===== src/hw/rtl/whe_pkg.sv =====
// ----------------------------------------------------------------------------
// whe_pkg
// Constants shared by the word hash engine and its checker.
// ----------------------------------------------------------------------------
`timescale 1ns / 1ps
`default_nettype none

package whe_pkg;

	localparam int unsigned HASH_W          = 32;
	localparam int unsigned BYTE_W          = 8;
	localparam int unsigned MODE_W          = 3;
	localparam int unsigned LENGTH_BITS_DEF = 16;

	localparam logic [HASH_W-1:0] CRC_POLY = 32'hEDB8_8320;
	localparam logic [HASH_W-1:0] ALL_ONES = 32'hFFFF_FFFF;

	localparam logic [MODE_W-1:0] MODE_ZERO  = 3'd0;
	localparam logic [MODE_W-1:0] MODE_FIRST = 3'd1;
	localparam logic [MODE_W-1:0] MODE_LEN   = 3'd2;
	localparam logic [MODE_W-1:0] MODE_SUM   = 3'd3;
	localparam logic [MODE_W-1:0] MODE_AVG   = 3'd4;
	localparam logic [MODE_W-1:0] MODE_ROR   = 3'd5;
	localparam logic [MODE_W-1:0] MODE_ROL   = 3'd6;
	localparam logic [MODE_W-1:0] MODE_CRC   = 3'd7;

	typedef logic [HASH_W-1:0] hash_t;

endpackage

`default_nettype wire


===== src/hw/rtl/word_hash_engine_core.sv =====
// ----------------------------------------------------------------------------
// word_hash_engine_core
// Byte-stream word hasher: one 32-bit hash per word, mode chosen by register.
// ----------------------------------------------------------------------------
// Bytes arrive one per transaction on s_axis, tlast marking the final byte of
// a word; that byte yields one hash on m_axis. Each byte is first accepted,
// updating first-byte, sum, rotate and length state, and then runs one pass
// of the shift-xor step per bit for the CRC. After the final byte the result
// register is loaded, in mode 4 only after the same step sequencer has run
// one restoring division bit per cycle for the 32 quotient bits. A result
// waiting in the output register does not block the next word's bytes, but
// a later result waits until that one is taken. hash_mode resets to CRC-32
// and may be written only while the engine is idle.
`timescale 1ns / 1ps
`default_nettype none

module word_hash_engine_core import whe_pkg::*; #(
	parameter int unsigned LENGTH_BITS = LENGTH_BITS_DEF
) (
	input  wire logic              clk,
	input  wire logic              arst_n,
	input  wire logic              cfg_valid,
	output      logic              cfg_ready,
	input  wire logic [MODE_W-1:0] cfg_data,       // [2:0] hash_mode
	input  wire logic              s_axis_tvalid,
	output      logic              s_axis_tready,
	input  wire logic [BYTE_W-1:0] s_axis_tdata,   // [7:0] data_byte
	input  wire logic              s_axis_tlast,   // last_byte
	output      logic              m_axis_tvalid,
	input  wire logic              m_axis_tready,
	output      logic [HASH_W-1:0] m_axis_tdata    // [31:0] word_digest
);

	localparam int unsigned STEP_W = $clog2(HASH_W);

	localparam logic [1:0] ST_IDLE = 2'd0;
	localparam logic [1:0] ST_CRC  = 2'd1;
	localparam logic [1:0] ST_DIV  = 2'd2;
	localparam logic [1:0] ST_DONE = 2'd3;

	localparam logic [STEP_W-1:0]      CRC_LAST  = STEP_W'(BYTE_W - 1);
	localparam logic [STEP_W-1:0]      DIV_LAST  = STEP_W'(HASH_W - 1);
	localparam logic [LENGTH_BITS-1:0] COUNT_MAX = '1;

	logic [1:0]             state_q;
	logic [STEP_W-1:0]      step_q;
	logic [MODE_W-1:0]      mode_q;
	hash_t                  sum_q;
	hash_t                  ror_q;
	hash_t                  rol_q;
	hash_t                  crc_q;
	logic [LENGTH_BITS-1:0] count_q;
	logic [BYTE_W-1:0]      first_q;
	logic                   last_q;
	logic [LENGTH_BITS:0]   rem_q;
	logic                   out_valid_q;
	hash_t                  out_data_q;

	logic                 in_acc;
	logic                 out_free;
	logic                 out_load;
	hash_t                byte_sext;
	hash_t                first_sext;
	logic [LENGTH_BITS:0] rem_shift;
	logic [LENGTH_BITS:0] divisor;
	logic                 rem_ge;
	hash_t                hash_sel;

	assign cfg_ready     = 1'b1;
	assign s_axis_tready = (state_q == ST_IDLE);
	assign in_acc        = s_axis_tvalid && s_axis_tready;
	assign out_free      = !out_valid_q || m_axis_tready;
	assign out_load      = (state_q == ST_DONE) && out_free;
	assign m_axis_tvalid = out_valid_q;
	assign m_axis_tdata  = out_data_q;

	assign byte_sext  = {{(HASH_W - BYTE_W){s_axis_tdata[BYTE_W-1]}}, s_axis_tdata};
	assign first_sext = {{(HASH_W - BYTE_W){first_q[BYTE_W-1]}}, first_q};

	// restoring division step, quotient shifts into sum_q
	assign rem_shift = {rem_q[LENGTH_BITS-1:0], sum_q[HASH_W-1]};
	assign divisor   = {1'b0, count_q};
	assign rem_ge    = (rem_shift >= divisor);

	always_comb begin
		unique case (mode_q)
			MODE_ZERO:  hash_sel = '0;
			MODE_FIRST: hash_sel = first_sext;
			MODE_LEN:   hash_sel = HASH_W'(count_q);
			MODE_SUM:   hash_sel = sum_q;
			MODE_AVG:   hash_sel = sum_q;
			MODE_ROR:   hash_sel = ror_q;
			MODE_ROL:   hash_sel = rol_q;
			MODE_CRC:   hash_sel = crc_q ^ ALL_ONES;
		endcase
	end

	always_ff @(posedge clk or negedge arst_n) begin
		if (!arst_n) begin
			state_q     <= ST_IDLE;
			step_q      <= '0;
			mode_q      <= MODE_CRC;
			sum_q       <= '0;
			ror_q       <= '0;
			rol_q       <= '0;
			crc_q       <= ALL_ONES;
			count_q     <= '0;
			first_q     <= '0;
			last_q      <= 1'b0;
			rem_q       <= '0;
			out_valid_q <= 1'b0;
		end else begin
			if (cfg_valid && cfg_ready) begin
				mode_q <= cfg_data;
			end
			if (out_load) begin
				out_valid_q <= 1'b1;
			end else if (m_axis_tready) begin
				out_valid_q <= 1'b0;
			end

			unique case (state_q)
				ST_IDLE: begin
					if (in_acc) begin
						if (count_q == '0) begin
							first_q <= s_axis_tdata;
						end
						sum_q   <= sum_q + byte_sext;
						ror_q   <= {ror_q[0], ror_q[HASH_W-1:1]} ^ byte_sext;
						rol_q   <= {rol_q[HASH_W-2:0], rol_q[HASH_W-1]} ^ byte_sext;
						crc_q   <= crc_q ^ HASH_W'(s_axis_tdata);
						if (count_q != COUNT_MAX) begin
							count_q <= count_q + 1'b1;
						end
						last_q  <= s_axis_tlast;
						step_q  <= '0;
						state_q <= ST_CRC;
					end
				end
				ST_CRC: begin
					crc_q <= crc_q[0] ? ((crc_q >> 1) ^ CRC_POLY) : (crc_q >> 1);
					if (step_q == CRC_LAST) begin
						step_q <= '0;
						rem_q  <= '0;
						if (!last_q) begin
							state_q <= ST_IDLE;
						end else if (mode_q == MODE_AVG) begin
							state_q <= ST_DIV;
						end else begin
							state_q <= ST_DONE;
						end
					end else begin
						step_q <= step_q + 1'b1;
					end
				end
				ST_DIV: begin
					rem_q  <= rem_ge ? (rem_shift - divisor) : rem_shift;
					sum_q  <= {sum_q[HASH_W-2:0], rem_ge};
					step_q <= step_q + 1'b1;
					if (step_q == DIV_LAST) begin
						state_q <= ST_DONE;
					end
				end
				ST_DONE: begin
					if (out_free) begin
						sum_q   <= '0;
						ror_q   <= '0;
						rol_q   <= '0;
						crc_q   <= ALL_ONES;
						count_q <= '0;
						first_q <= '0;
						state_q <= ST_IDLE;
					end
				end
			endcase
		end
	end

	always_ff @(posedge clk) begin
		if (out_load) begin
			out_data_q <= hash_sel;
		end
	end

endmodule

`default_nettype wire


===== config.mk =====
export PLATFORM = sky130hd
export DESIGN_NAME = word_hash_engine_core
export DESIGN_NICKNAME = d
export VERILOG_FILES = /design/src/hw/rtl/whe_pkg.sv /design/src/hw/rtl/word_hash_engine_core.sv
export SDC_FILE = /design/constraint.sdc
export NUM_CORES = 1
export LEC_CHECK = 0
export ABC_AREA = 1
export BUFFER_PORTS_ARGS = -buffer_cell sky130_fd_sc_hd__buf_2
export CAP_MARGIN = 10
export CORE_ASPECT_RATIO = 1.2
export CORE_MARGIN = 2
export CORE_UTILIZATION = 63
export CTS_CLUSTER_DIAMETER = 120
export DETAILED_ROUTE_END_ITERATION = 6
export GPL_TIMING_DRIVEN = 0
export PLACE_DENSITY = 0.87
export SETUP_SLACK_MARGIN = 0.1
export SKIP_LAST_GASP = 1
export SYNTH_ARGS = -nofsm -noshare
export SYNTH_HDL_FRONTEND = slang
export SYNTH_SLANG_ARGS = --single-unit

===== constraint.sdc =====
create_clock -name clk -period 3.25 [get_ports clk]
set_input_delay 0.4875 -clock clk [delete_from_list [all_inputs] [get_ports clk]]
set_output_delay 0.4875 -clock clk [all_outputs]
set_load 0.01 [all_outputs]

**Word level (Yosys, flattened, before mapping)**

Cells that the tools add are included.

- Register bits: 212
- Latch bits: 0
- Bits in writable memories: 0
- Bits in read-only memories: 0
- Input port bits: 17
- Output and inout port bits: 35
- Word-level logic and storage cells: 100
- Memories: 0

- $add $sub $neg: 4
- Multiply operators: 0
- Divide/modulo/power cells: 0
- Magnitude comparators: 1
- Equality and inequality tests: 19
- Shifts and indexed selects: 0
- Mux-type cells: 35
- Bitwise logic cells: 5
- Reduce and logical (&&, ||, !) cells: 23

Operators by type and width:

| operator | number |
|---|---|
| two-way mux 32 bit | 7 |
| case mux 32 bit (7 select lines) | 1 |
| case mux 32 bit (3 select lines) | 2 |
| case mux 32 bit (2 select lines) | 2 |
| two-way mux 16 bit | 5 |
| case mux 16 bit (2 select lines) | 2 |
| bitwise XOR 32 bit | 2 |
| adder 32 bit | 1 |
| inverter 32 bit | 1 |
| bitwise XOR 32 x 8 -> 32 bit | 1 |
| two-way mux 8 bit | 3 |
| >= comparator 17 x 16 -> 1 bit | 1 |
| adder 16 x 1 -> 16 bit, second input constant | 1 |
| zero test 16 bit | 1 |
| inequality test 16 bit, second input constant | 1 |
| case mux 8 bit (2 select lines) | 1 |
| subtractor 16 bit | 1 |
| case mux 5 bit (3 select lines) | 1 |
| inverter 13 -> 14 bit | 1 |
| == test 3 bit, second input constant | 4 |
| AND reduction 4 bit | 3 |
| two-way mux 2 bit | 5 |
| two-way mux 5 bit | 2 |
| AND reduction 3 bit | 3 |
| 20 further kinds | 35 |

**Depth between registers and ports, before layout**

- Depth after elaboration: 5
- Depth in mapped cells: 13
- Gate-level depth less buffers: 13

**Least setup slack after synthesis**

OpenSTA, ideal clock, no wires.

- Path kind: register to register
- Start: reg state_q[0]
- End: reg out_data_q[0], in the netlist m_axis_tdata[0] (enable)
- Setup time: 0.432 ns
- Arrival time: 2.546 ns
- Required time: 2.818 ns
- Setup slack: 0.272 ns
- Cell stages (with the launch flop): 5
- Path buffers: 1
- Period minus slack after synthesis: 2.978 ns
- Cells stage by stage: dfrtp_1 > ha_1 > inv_1 > clkbuf_1 > a21oi_1

- Word-level cells in the longest chain between the ends: 2

Ends and longest elaborated chain:

| what | RTL line | text |
|---|---|---|
| start: declaration | word_hash_engine_core.sv:45 | `logic [1:0] state_q;` |
| start signal: assignment | word_hash_engine_core.sv:100 | `state_q <= ST_IDLE;` |
| start signal: assignment | word_hash_engine_core.sv:137 | `state_q <= ST_CRC;` |
| start signal: assignment | word_hash_engine_core.sv:146 | `state_q <= ST_IDLE;` |
| == test 2 bit | word_hash_engine_core.sv:73 | `assign out_load = (state_q == ST_DONE) && out_free;` |
| logical AND 1 bit | word_hash_engine_core.sv:73 |  |
| via out_load | word_hash_engine_core.sv:61 | `logic out_load;` |
| end signal: assignment | word_hash_engine_core.sv:181 | `out_data_q <= hash_sel;` |
| end: declaration | word_hash_engine_core.sv:57 | `hash_t out_data_q;` |

The timed path passes the listed nets, and every way through them passes these cells.
A chain may end at the register's enable or synchronous reset.

**Final worst setup path**

- Start: reg state_q[0]
- End: reg rol_q[6]

- Word-level cells in the longest chain between the ends: 4
- Elaborated cells between the ends (all ways): 8
- Those cells by class: eq/ne: 3; mux: 1; reduce/logical: 4

Ends and longest elaborated chain:

| what | RTL line | text |
|---|---|---|
| zero test 2 bit | word_hash_engine_core.sv:70, word_hash_engine_core.sv:122 |  |
| logical AND 1 bit | word_hash_engine_core.sv:71 | `assign in_acc = s_axis_tvalid && s_axis_tready;` |
| inequality test 2 x 1 -> 1 bit (no line) | n/a |  |
| AND reduction 3 bit (no line) | n/a |  |
| end signal: assignment | word_hash_engine_core.sv:130 | `rol_q <= {rol_q[HASH_W-2:0], rol_q[HASH_W-1]} ^ byte_sext;` |
| end: declaration | word_hash_engine_core.sv:50 | `hash_t rol_q;` |

Parallel ways exist; a longest one is shown, timed or not.

==> qor.csv <==
stage,metric,value,unit
sta,fmax,378,MHz
logic_synthesis,yosysWarnings,0,
logic_synthesis,avgSynthCellArea,7.37,sq um
routing,drtIter0Drc,1580,
logic_synthesis,synth_seq_cells,212,
routing,drt-pass1-iter-count,6,
cts,path_clk_slew,0.06,ns
grt,grt_max_degree,95,
logic_synthesis,syn-num-nets,1952,
logic_synthesis,syn-instance-count,1877,
placement,placed_cell_area,14500,sq um
critical_path,reg2reg_depth,11,
floorplanning,start_util,64.0,%
routing,vias_per_cell,6.08,
sta,slew_violations,0,
logic_synthesis,synth-async-reset-ratio,84.9,%
placement,gp_congestion,0.983,
routing,postRouteAntennaNets,0,
min_path,hold_class,in2async,
critical_path,critical_path.top_delay_family,buffers and inverters,
sta,rsz0062_at_grt,no,
sta,hold_ws,-0.0287,ns
cts,h-tree-depth,1,
logic_synthesis,synth_cell_type_count,52,
placement,dp_hpwl,30.6,mm
critical_path,worstSetupPathDepth,11,
finish,nets,2028,
finish,fillerInstances,1770,
routing,wire_per_inst,18.0,um
critical_path,start_kind,flop,
logic_synthesis,ys_seq_area_share,39.8,%
logic_synthesis,synth.area.top_cells,"dfrtp_1 26%, nand2_1 13%, o21ai_0 7.6%",
logic_synthesis,synth_top_area_share,26.2,%
logic_synthesis,synth_common_cells,"471 x nand2_1, 216 x inv_1, 210 x o21ai_0",
sta,tightestPinTransition,0.715,ns
logic_synthesis,synth_edf_count,32,
logic_synthesis,post-synth-top-count-cell,nand2_1,
sta,setup_viol,0,
critical_path,crit_slowest_cell,dfrtp_1,
cts,clock-sinks,212,
finish,drive_above_1_share,10.4,%
run,maxCapViolations,0,
grt,grt_usage,34.5,%
logic_synthesis,syn-cell-area,13800,sq um
cts,cts_resized,0,
sta,clock_skew,0.00895,ns
cts,cts_buffers,22,
cts,post_cts_buffers,0,
cts,clk_latency,0.51,ns
floorplanning,row_count,59,
floorplanning,fp.dieH,166,um
finish,diodes,0,
critical_path,cp.buffers_inverters,6,
power,vdd_drop_max,0.714,mV
floorplanning,core-area,21600,sq um
power,power_density,1180,nW/um^2
grt,antenna_found_initial,0,
critical_path,cp.arrival,3.01,ns
cts,cts_root_buffer,clkbuf_16,
routing,post-route-drc-count,0,
sta,hold_viol,4,
critical_path,crit_chain,inv_1 > ha_1 > inv_2 > nor2_2 > inv_2 > nand2_4 > a21oi_2 > inv_1 > buf_2 > clkbuf_1 > o21ai_0,
logic_synthesis,synthFlopType,dfrtp_1,
floorplanning,pin_count,52,
sta,final.period_utilization,81.4,%
floorplanning,die_w,139,um
cts,cts_tree,yes,
power,finalPower,18.0,mW
grt,grt_pass1_wl,65.0,mm
critical_path,worstSetupPathType,reg2reg,
critical_path,required,3.62,ns
cts,cts_buffer_depth,3,
routing,drt-total-wl,40.4,mm
critical_path,cpPeakStageDelay,0.45,ns
cts,cts_hold_buf,0,
outcome,status,finished with violations,
critical_path,cp_max_fo,10,
grt,grt_pass1_vias,12900,
finish,design_area,15200,sq um
grt,overflow,0,
floorplanning,die-area,23200,sq um
routing,vias,13600,
sta,relSlewSlack,52.3,%
critical_path,worstSetupEndpointType,flop,
outcome,violations,hold timing,
placement,portBuffers,50,
power,leakagePower,7.34,nW
sta,layout_min_cycle_time,2.65,ns
finish,syn2layout_area_growth,10.0,%
logic_synthesis,synth_largest_area_cell,dfrtp_1,
-- layout by cell type (no fill, tap or decap), types with 8 or more instances in the layout --
master | netlist | routed
nand2_1 | 471 | 471
inv_1 | 216 | 216
o21ai_0 | 210 | 210
a21oi_1 | 194 | 193
dfrtp_1 | 145 | 145
nand3_1 | 100 | 100
nor2_1 | 88 | 88
buf_2 | 32 | 81
a22oi_1 | 61 | 61
ha_1 | 56 | 56
clkbuf_1 | 33 | 41
dfstp_2 | 35 | 35
edfxtp_1 | 32 | 32
nor3_1 | 27 | 27
clkbuf_16 | 0 | 24
or2_2 | 16 | 16
o2111ai_1 | 15 | 15
nand4_1 | 14 | 14
o21ai_1 | 12 | 12
xnor2_1 | 12 | 12
a21boi_0 | 11 | 11
a2bb2oi_1 | 11 | 11
buf_1 | 10 | 10
inv_2 | 9 | 9
xor2_1 | 8 | 8
-- routing by layer --
layer	vias to the layer above	track usage, %	part of all wire (%)
met5	-	0	0
li1	6471	-	-
met3	119	4.07	7.7
met1	6409	44.2	39
met2	644	59.0	49
met4	0	14.7	4.1
-- cell families after synthesis --
group,count (synthesis),synth area share (%)
xor gates and xnor gates,20,1.27
and+or+nand+nor,740,22.6
DFF,212,39.8
buffers and inverters,308,8.94
adders and majority gates,58,5.35
AOI/OAI and AO/OA,538,22.0
other,1,0.0271
-- sequential cells by signal (all words and copies together), names as in the netlist, named ones only --
| signal | count |
|---|---|
| rem_q | 16 |
| crc_q | 32 |
| rol_q | 32 |
| last_q | 1 |
| sum_q | 32 |
| count_q | 16 |
| mode_q | 3 |
| state_q | 1 |
| m_axis_tvalid | 1 |
| first_q | 8 |
| m_axis_tdata | 32 |
| step_q | 5 |
| ror_q | 32 |
-- final cells by class --
class / count / area (sq um) / area share, %
Sequential cell: 212 / 5510 / 36.2
Timing Repair Buffer: 52 / 308 / 2.02
Multi-Input combinational cell: 1357 / 7100 / 46.7
Buffer: 83 / 393 / 2.58
Tap cell: 274 / 343 / 2.25
Inverter: 225 / 845 / 5.55
Clock inverter: 3 / 22.5 / 0.148
Clock buffer: 37 / 699 / 4.59
-- final timing paths --
kind | to | from | slack [ns]
setup / recovery | rol_q[6]$_DFFE_PN0P_ | state_q[0]$_DFFE_PN0P_ | 0.60
hold / removal | rol_q[23]$_DFFE_PN0P_ | arst_n | -0.03
setup reg to reg | rol_q[6]$_DFFE_PN0P_ | state_q[0]$_DFFE_PN0P_ | 0.60
hold reg to reg | first_q[7]$_DFFE_PN0P_ | first_q[7]$_DFFE_PN0P_ | 0.50
max in group asynchronous | mode_q[0]$_DFFE_PN1P_ | arst_n | 2.34
min in group clk | mode_q[2]$_DFFE_PN1P_ | cfg_data[2] | 0.18
-- per-stage QoR --
stage | setup TNS (ns) | util [%] | instances | setup WS (ns) | hold WS, ns
after global placement | -196.60 | 66.7 | 2201 | -1.15 | 0.467
after global routing | 0 | 70.4 | 2243 | 0.487 | 0.0295
final | 0 | 70.4 | 2243 | 0.603 | -0.0287
after detailed placement | 0 | 67.0 | 2203 | 0.588 | 0.480
after floorplan | 0 | - | 1877 | 0.272 | 0.192
after CTS | 0 | 70.4 | 2243 | 0.726 | 0.0130
-- report_power, final --
| part | switching (mW) | total (mW) | internal [mW] |
|---|---|---|---|
| Combinational | 6.72 | 10.3 | 3.54 |
| Sequential | 1.09 | 5.23 | 4.13 |
| Clock | 1.06 | 2.53 | 1.47 |
-- worst register-to-register path: stages (launching register included) --
cell and delay (ns):
dfrtp_1 0.45, inv_1 0.13, ha_1 0.38, inv_2 0.17, nor2_2 0.18, inv_2 0.06, nand2_4 0.14, a21oi_2 0.08
inv_1 0.08, buf_2 0.23, clkbuf_1 0.42, o21ai_0 0.17
Note: power is estimated with default switching activity, not from simulation.
